===== src/hw/rtl/deq_pkg.sv =====
// deq_pkg: shared types and codes for the double-ended queue
// request and result payload structs, opcode and status codes, cell control
// no dependencies
package deq_pkg;

  localparam int DEF_DEPTH      = 16;
  localparam int DEF_DATA_WIDTH = 32;
  localparam int FIELD_W        = 32;
  localparam int COUNT_W        = 5;

  typedef enum logic [2:0] {
    OP_NONE       = 3'd0,
    OP_PUSH_FRONT = 3'd1,
    OP_PUSH_BACK  = 3'd2,
    OP_POP_FRONT  = 3'd3,
    OP_POP_BACK   = 3'd4,
    OP_REVERSE    = 3'd5
  } opcode_t;

  typedef enum logic [1:0] {
    ST_OK    = 2'd0,
    ST_EMPTY = 2'd1,
    ST_FULL  = 2'd2
  } status_t;

  typedef struct packed {
    logic [2:0]         opcode;
    logic [FIELD_W-1:0] data_in;
  } cmd_t;

  typedef struct packed {
    logic [FIELD_W-1:0] front_value;
    logic [FIELD_W-1:0] back_value;
    logic [COUNT_W-1:0] item_count;
    logic [1:0]         status;
  } res_t;

  // broadcast to every cell of the chain
  typedef struct packed {
    logic push;
    logic pop;
    logic at_first;
  } cell_ctrl_t;

endpackage


===== src/hw/rtl/double_ended_queue.sv =====
// double_ended_queue: top level of the bounded deque
// chain of deq_cell entries, count, reversed flag and result register
// depends on deq_pkg and deq_cell
//
// A bounded deque of DEPTH entries held in a row of cells that shift as a
// unit: the physical first entry always sits in cell 0, so a push or pop at
// that end moves every entry by one cell, and a push or pop at the other
// end touches only the boundary cell. Reverse flips a flag that swaps
// which physical end is the logical front. Every request yields one
// result, so a new request is taken each cycle while the result side
// keeps up; the front and back values are read straight from the cells,
// and the physical last value goes through a DEPTH-wide one-hot select.
// Pop on empty reports status empty, push on full reports status full and
// drops the value; neither changes the contents. Front and back values read
// zero while the deque is empty.
module double_ended_queue #(
  parameter int DEPTH      = deq_pkg::DEF_DEPTH,
  parameter int DATA_WIDTH = deq_pkg::DEF_DATA_WIDTH
) (
  input  logic          clk,
  input  logic          rst,
  input  logic          cmd_valid,
  output logic          cmd_stall,
  input  deq_pkg::cmd_t cmd,
  output logic          res_valid,
  input  logic          res_stall,
  output deq_pkg::res_t res
);
  import deq_pkg::*;

  localparam int CNT_W = $clog2(DEPTH + 1);

  logic                  accept;
  logic                  is_push;
  logic                  is_pop;
  logic                  logical_front;
  logic                  full;
  logic                  empty;
  cell_ctrl_t            ctrl;
  logic [DATA_WIDTH-1:0] push_data;

  logic [DATA_WIDTH-1:0] cell_value [DEPTH];
  logic [DEPTH-1:0]      cell_occ;
  logic [DEPTH-1:0]      cell_last;

  logic [CNT_W-1:0]      count;
  logic [CNT_W-1:0]      count_next;
  logic                  reversed;
  logic                  reversed_next;
  status_t               status;
  status_t               status_next;
  logic                  res_valid_next;

  logic [DATA_WIDTH-1:0] first_value;
  logic [DATA_WIDTH-1:0] last_value;
  logic [DATA_WIDTH-1:0] front_sel;
  logic [DATA_WIDTH-1:0] back_sel;

  // request handshake: hold off only while a result waits
  assign cmd_stall = res_valid && res_stall;
  assign accept    = cmd_valid && !cmd_stall;

  assign full      = cell_occ[DEPTH-1];
  assign empty     = !cell_occ[0];
  assign push_data = DATA_WIDTH'(cmd.data_in);

  // decode the opcode
  always_comb begin
    is_push       = 1'b0;
    is_pop        = 1'b0;
    logical_front = 1'b0;
    reversed_next = reversed;
    status_next   = ST_OK;
    unique case (opcode_t'(cmd.opcode))
      OP_PUSH_FRONT: begin
        logical_front = 1'b1;
        if (full) begin
          status_next = ST_FULL;
        end else begin
          is_push = 1'b1;
        end
      end
      OP_PUSH_BACK: begin
        if (full) begin
          status_next = ST_FULL;
        end else begin
          is_push = 1'b1;
        end
      end
      OP_POP_FRONT: begin
        logical_front = 1'b1;
        if (empty) begin
          status_next = ST_EMPTY;
        end else begin
          is_pop = 1'b1;
        end
      end
      OP_POP_BACK: begin
        if (empty) begin
          status_next = ST_EMPTY;
        end else begin
          is_pop = 1'b1;
        end
      end
      OP_REVERSE: begin
        reversed_next = !reversed;
      end
      default: begin
      end
    endcase
  end

  // cell control broadcast
  always_comb begin
    ctrl.push     = accept && is_push;
    ctrl.pop      = accept && is_pop;
    ctrl.at_first = logical_front != reversed;
  end

  // count follows the occupancy change
  always_comb begin
    count_next = count;
    if (ctrl.push) begin
      count_next = count + CNT_W'(1);
    end else if (ctrl.pop) begin
      count_next = count - CNT_W'(1);
    end
  end

  // chain of cells, cell 0 holds the physical first entry
  for (genvar i = 0; i < DEPTH; i++) begin : g_cell
    logic [DATA_WIDTH-1:0] lv;
    logic                  lo;
    logic [DATA_WIDTH-1:0] rv;
    logic                  ro;

    if (i == 0) begin : g_head
      assign lv = push_data;
      assign lo = 1'b1;
    end else begin : g_mid_l
      assign lv = cell_value[i-1];
      assign lo = cell_occ[i-1];
    end

    if (i == DEPTH - 1) begin : g_tail
      assign rv = cell_value[i];
      assign ro = 1'b0;
    end else begin : g_mid_r
      assign rv = cell_value[i+1];
      assign ro = cell_occ[i+1];
    end

    deq_cell #(
      .DATA_WIDTH(DATA_WIDTH)
    ) u_cell (
      .clk        (clk),
      .rst        (rst),
      .ctrl       (ctrl),
      .push_data  (push_data),
      .left_value (lv),
      .left_occ   (lo),
      .right_value(rv),
      .right_occ  (ro),
      .value      (cell_value[i]),
      .occ        (cell_occ[i]),
      .is_last    (cell_last[i])
    );
  end

  // physical ends; the last entry is picked by its one-hot marker
  assign first_value = cell_occ[0] ? cell_value[0] : '0;

  always_comb begin
    last_value = '0;
    for (int i = 0; i < DEPTH; i++) begin
      last_value = last_value | (cell_value[i] & {DATA_WIDTH{cell_last[i]}});
    end
  end

  assign front_sel = reversed ? last_value : first_value;
  assign back_sel  = reversed ? first_value : last_value;

  // control and status registers
  always_comb begin
    res_valid_next = res_valid;
    if (accept) begin
      res_valid_next = 1'b1;
    end else if (!res_stall) begin
      res_valid_next = 1'b0;
    end
  end

  always_ff @(posedge clk) begin
    if (rst) begin
      count     <= '0;
      reversed  <= 1'b0;
      res_valid <= 1'b0;
      status    <= ST_OK;
    end else begin
      res_valid <= res_valid_next;
      if (accept) begin
        count    <= count_next;
        reversed <= reversed_next;
        status   <= status_next;
      end
    end
  end

  // result payload reads the state left by the last request
  always_comb begin
    res.front_value = FIELD_W'(front_sel);
    res.back_value  = FIELD_W'(back_sel);
    res.item_count  = COUNT_W'(count);
    res.status      = status;
  end

endmodule


===== src/hw/rtl/deq_cell.sv =====
// deq_cell: one storage cell of the shifting deque chain
// holds one entry and its occupied bit, trades data with both neighbors
// depends on deq_pkg
module deq_cell #(
  parameter int DATA_WIDTH = deq_pkg::DEF_DATA_WIDTH
) (
  input  logic                  clk,
  input  logic                  rst,
  input  deq_pkg::cell_ctrl_t   ctrl,
  input  logic [DATA_WIDTH-1:0] push_data,
  input  logic [DATA_WIDTH-1:0] left_value,
  input  logic                  left_occ,
  input  logic [DATA_WIDTH-1:0] right_value,
  input  logic                  right_occ,
  output logic [DATA_WIDTH-1:0] value,
  output logic                  occ,
  output logic                  is_last
);
  import deq_pkg::*;

  logic [DATA_WIDTH-1:0] value_next;
  logic                  occ_next;

  // occupancy is a thermometer: pushes grow it, pops shrink it
  always_comb begin
    occ_next = occ;
    if (ctrl.push) begin
      occ_next = left_occ;
    end else if (ctrl.pop) begin
      occ_next = right_occ;
    end
  end

  // data moves right on a first-end push, left on a first-end pop; a last-end push fills the first free cell
  always_comb begin
    value_next = value;
    if (ctrl.push && ctrl.at_first) begin
      value_next = left_value;
    end else if (ctrl.push && !occ && left_occ) begin
      value_next = push_data;
    end else if (ctrl.pop && ctrl.at_first) begin
      value_next = right_value;
    end
  end

  always_ff @(posedge clk) begin
    if (rst) begin
      occ <= 1'b0;
    end else begin
      occ <= occ_next;
    end
  end

  always_ff @(posedge clk) begin
    value <= value_next;
  end

  assign is_last = occ && !right_occ;

endmodule


===== config.mk =====
export PLATFORM = sky130hd
export DESIGN_NAME = double_ended_queue
export DESIGN_NICKNAME = d
export VERILOG_FILES = /design/src/hw/rtl/deq_pkg.sv /design/src/hw/rtl/double_ended_queue.sv /design/src/hw/rtl/deq_cell.sv
export SDC_FILE = /design/constraint.sdc
export NUM_CORES = 1
export LEC_CHECK = 0
export BUFFER_PORTS_ARGS = -buffer_cell sky130_fd_sc_hd__buf_2
export CAP_MARGIN = 20
export CORE_MARGIN = 3
export CORE_UTILIZATION = 57
export DETAILED_ROUTE_END_ITERATION = 6
export PLACE_DENSITY_LB_ADDON = 0.3
export SLEW_MARGIN = 10
export SYNTH_ARGS = -nofsm -noshare
export SYNTH_HDL_FRONTEND = slang
export SYNTH_SLANG_ARGS = --single-unit

===== constraint.sdc =====
create_clock -name clk -period 4.3 [get_ports clk]
set_input_delay 0.86 -clock clk [delete_from_list [all_inputs] [get_ports clk]]
set_output_delay 0.86 -clock clk [all_outputs]
set_load 0.005 [all_outputs]

==> impl_metrics.env <==
export IMPL_run_status="complete, no violations"
export IMPL_cp_data_required_time_ns=3.44
export IMPL_drc=0
export IMPL_max_freq_mhz=258
export IMPL_synth_edf_count=512
export IMPL_worstPathMaxFanout=14
export IMPL_hold_path_class="in -> reg"
export IMPL_post_route_period_util_pct=90.0
export IMPL_routabilityCongestion=0.882
export IMPL_io_pins=112
export IMPL_root_buffer="clkbuf_16"
export IMPL_synth_most_common_cell="edfxtp_1"
export IMPL_drt_total_wl_mm=99.5
export IMPL_slew_viol_final=0
export IMPL_grt_max_degree=233
export IMPL_slew_headroom_pct=26.7
export IMPL_nNetsFinal=2861
export IMPL_ys_types=40
export IMPL_areaGrowthSynthToFinish_pct=10.4
export IMPL_syn_avg_cell_area_um2=10.7
export IMPL_drive_gt1_share_pct=13.8
export IMPL_cp_arrival_ns=3.01
export IMPL_avgViaCountPerCell=6.98
export IMPL_p_switching_mw=2.74
export IMPL_cts_buffer_depth=3
export IMPL_p_sw_share_pct=23.8
export IMPL_htreeDepth=2
export IMPL_core_area_um2=51900
export IMPL_antenna_found_initial=4
export IMPL_ys_seq_area_share_pct=52.5
export IMPL_drv_cap=0
export IMPL_synth_cell_area_um2=30300
export IMPL_ir_worst_vdd_mv=0.332
export IMPL_synthTopCellsByArea="edfxtp_1 51%, mux2i_1 15%, a21oi_1 7.9%"
export IMPL_ant_nets=0
export IMPL_power_density_nw_per_um2=345
export IMPL_overflow=0
export IMPL_p_comb_share_pct=6.8
export IMPL_ys_async_sr_fraction_pct=0
export IMPL_wire_per_inst_um=28.1
export IMPL_crit_start="g_cell[15].u_cell.occ"
export IMPL_die_x_um=236
export IMPL_worst_setup_path_end_kind="output port"
export IMPL_ys_warn_count=0
export IMPL_placed_area_um2=31600
export IMPL_clk_pin_slew_ns=0.06
export IMPL_cts_repair_resized=0
export IMPL_worstSetupPathType="reg -> out"
export IMPL_yosys_top_cells_count="512 x edfxtp_1, 492 x nor2_1, 479 x a21oi_1, 453 x mux2i_1, 210 x clkbuf_1"
export IMPL_postSynthCellCount=2832
export IMPL_netlist_area_leader_share_pct=50.8
export IMPL_period_minus_slack_ns=3.87
export IMPL_drtIter0Drc=3574
export IMPL_synthFlopType="edfxtp_1"
export IMPL_cts_sinks=537
export IMPL_p_int_mw=8.77
export IMPL_cts_setup_buffers=0
export IMPL_rr_startpoint="g_cell[15].u_cell.occ"
export IMPL_route_vias_total=24765
export IMPL_die_h_um=236
export IMPL_p_leak_nw=14.9
export IMPL_fin_skew_ns=0.0190
export IMPL_dr_pass1_iters=7
export IMPL_rsz0062_at_grt="false"
export IMPL_cts_tree="done"
export IMPL_setup_viol=0
export IMPL_fin_area_um2=33400
export IMPL_dieArea_um2=55900
export IMPL_start_kind="flop"
export IMPL_finalHoldViolations=0
export IMPL_fin_setup_tns_ns=0
export IMPL_dpl_hpwl_mm=58.2
export IMPL_synth_seq_cells=537
export IMPL_p_clk_share_pct=41.8
export IMPL_grt_total_usage_pct=34.3
export IMPL_cts_hold_buf=0
export IMPL_cts_buffers=57
export IMPL_io_buffers=111
export IMPL_tightest_slew_ns=1.10
export IMPL_grt_pass1_wl_mm=146
export IMPL_fp_row_count=83
export IMPL_seq_power_share_pct=51.4
export IMPL_grt_pass1_vias=23480
export IMPL_start_util_pct=58.3
export IMPL_hp_start="cmd_valid"
export IMPL_insertion_delay_ns=0.63
export IMPL_yosys_area_top_type="edfxtp_1"
export IMPL_synth_nets=2875
## cells by family after synthesis
logic type / count (synthesis) / share of synthesized area [%]
AO/OA/AOI/OAI: 816 / 17.1
AND/OR/NAND/NOR: 673 / 9.04
flip-flops: 537 / 52.5
multiplexers: 517 / 17.4
buffers and inverters: 278 / 3.63
XOR/XNOR: 7 / 0.203
adder cells (fa/ha/maj): 4 / 0.190
## path summary, 6_finish.rpt
path | cells after the start | slack, ns | endpoint
worst max register to register | 7 | 0.80 | g_cell[15].u_cell.value[4]
worst min-delay path | 3 | 0.45 | res_valid
worst min register to register | 2 | 0.48 | count[3]
worst max-delay path | 7 | 0.43 | res[10]
## power groups by stage
stage | clock network (mW) | logic (mW) | registers (mW)
3_5_place_dp | 0 | 0.768 | 6.02
4_1_cts | 4.83 | 0.770 | 5.91
5_1_grt | 5.03 | 0.844 | 5.92
3_3_place_gp | 0 | 0.740 | 6.02
6_report | 4.81 | 0.787 | 5.91
2_1_floorplan | 0 | 0.496 | 5.99
## critical path, cell delays in order, from the launching register on
cell,delay (ns)
dfxtp_2,0.65
nor2b_4,0.26
buf_4,0.28
a22oi_1,0.18
nand4_1,0.16
nor3_1,0.54
mux2i_1,0.14
buf_2,0.16
## stage by stage
stage / utilization (%) / instances / hold slack, ns / setup slack, ns / power [mW]
6_report: 64.3 / 3547 / 0.451 / 0.429 / 11.5
2_1_floorplan: - / 2832 / 0.465 / 0.662 / 6.49
3_5_place_dp: 60.9 / 3438 / 0.476 / 0.776 / 6.79
3_3_place_gp: 60.9 / 3438 / 0.462 / 0.842 / 6.75
5_1_grt: 64.3 / 3547 / 0.471 / 0.380 / 11.8
4_1_cts: 64.3 / 3545 / 0.434 / 0.497 / 11.5
## routing by layer
metal  wire length (um)  global-route usage [%]  part of all wire (%)
met1              35900                    45.3                    36
met4               6290                    17.3                   6.3
met3              12500                    7.26                    13
met2              44900                    53.8                    45
met5                 26                       0                 0.026
## final cells by class
class	count	area, um2
fill	4037	18500
sequential	537	15900
multi-input combinational	2017	13500
clock buffer	70	1480
timing repair buffer	201	1420
tap	680	851
clock inverter	37	278
inverter	4	15.0
antenna	1	2.50
## layout by cell type (no fill, tap or decap), drive strengths merged
master / synthesis / final
diode: 0 / 1
bufinv: 0 / 4
dfxtp: 25 / 25
o21a: 29 / 29
nor2: 492 / 492
a21bo: 1 / 1
a21o: 31 / 31
a22o: 101 / 101
fa: 1 / 1
o211ai: 1 / 1
nand3: 1 / 1
buf: 64 / 201
or3b: 1 / 1
xor2: 4 / 4
a221oi: 106 / 106
nor4: 2 / 2
and2: 1 / 1
xnor2: 3 / 3
mux2i: 453 / 453
clkinvlp: 0 / 1
nand2: 115 / 115
o21ai: 7 / 7
a21oi: 479 / 479
nor2b: 16 / 16
mux2: 64 / 64
a22oi: 52 / 52
a211oi: 3 / 3
clkinv: 0 / 29
or3: 2 / 2
inv: 4 / 7
nor3: 6 / 6
nand4: 32 / 32
ha: 3 / 3
o2bb2ai: 6 / 6
and4: 3 / 3
clkbuf: 210 / 70
edfxtp: 512 / 512
nand3b: 2 / 2
## flip-flops by register name, summed over array words and instances (netlist names)
name / cells
g_cell.u_cell.value: 512
g_cell.u_cell.occ: 16
count: 5
status: 2
res_valid: 1
reversed: 1
(Power assumes the default switching activity.)
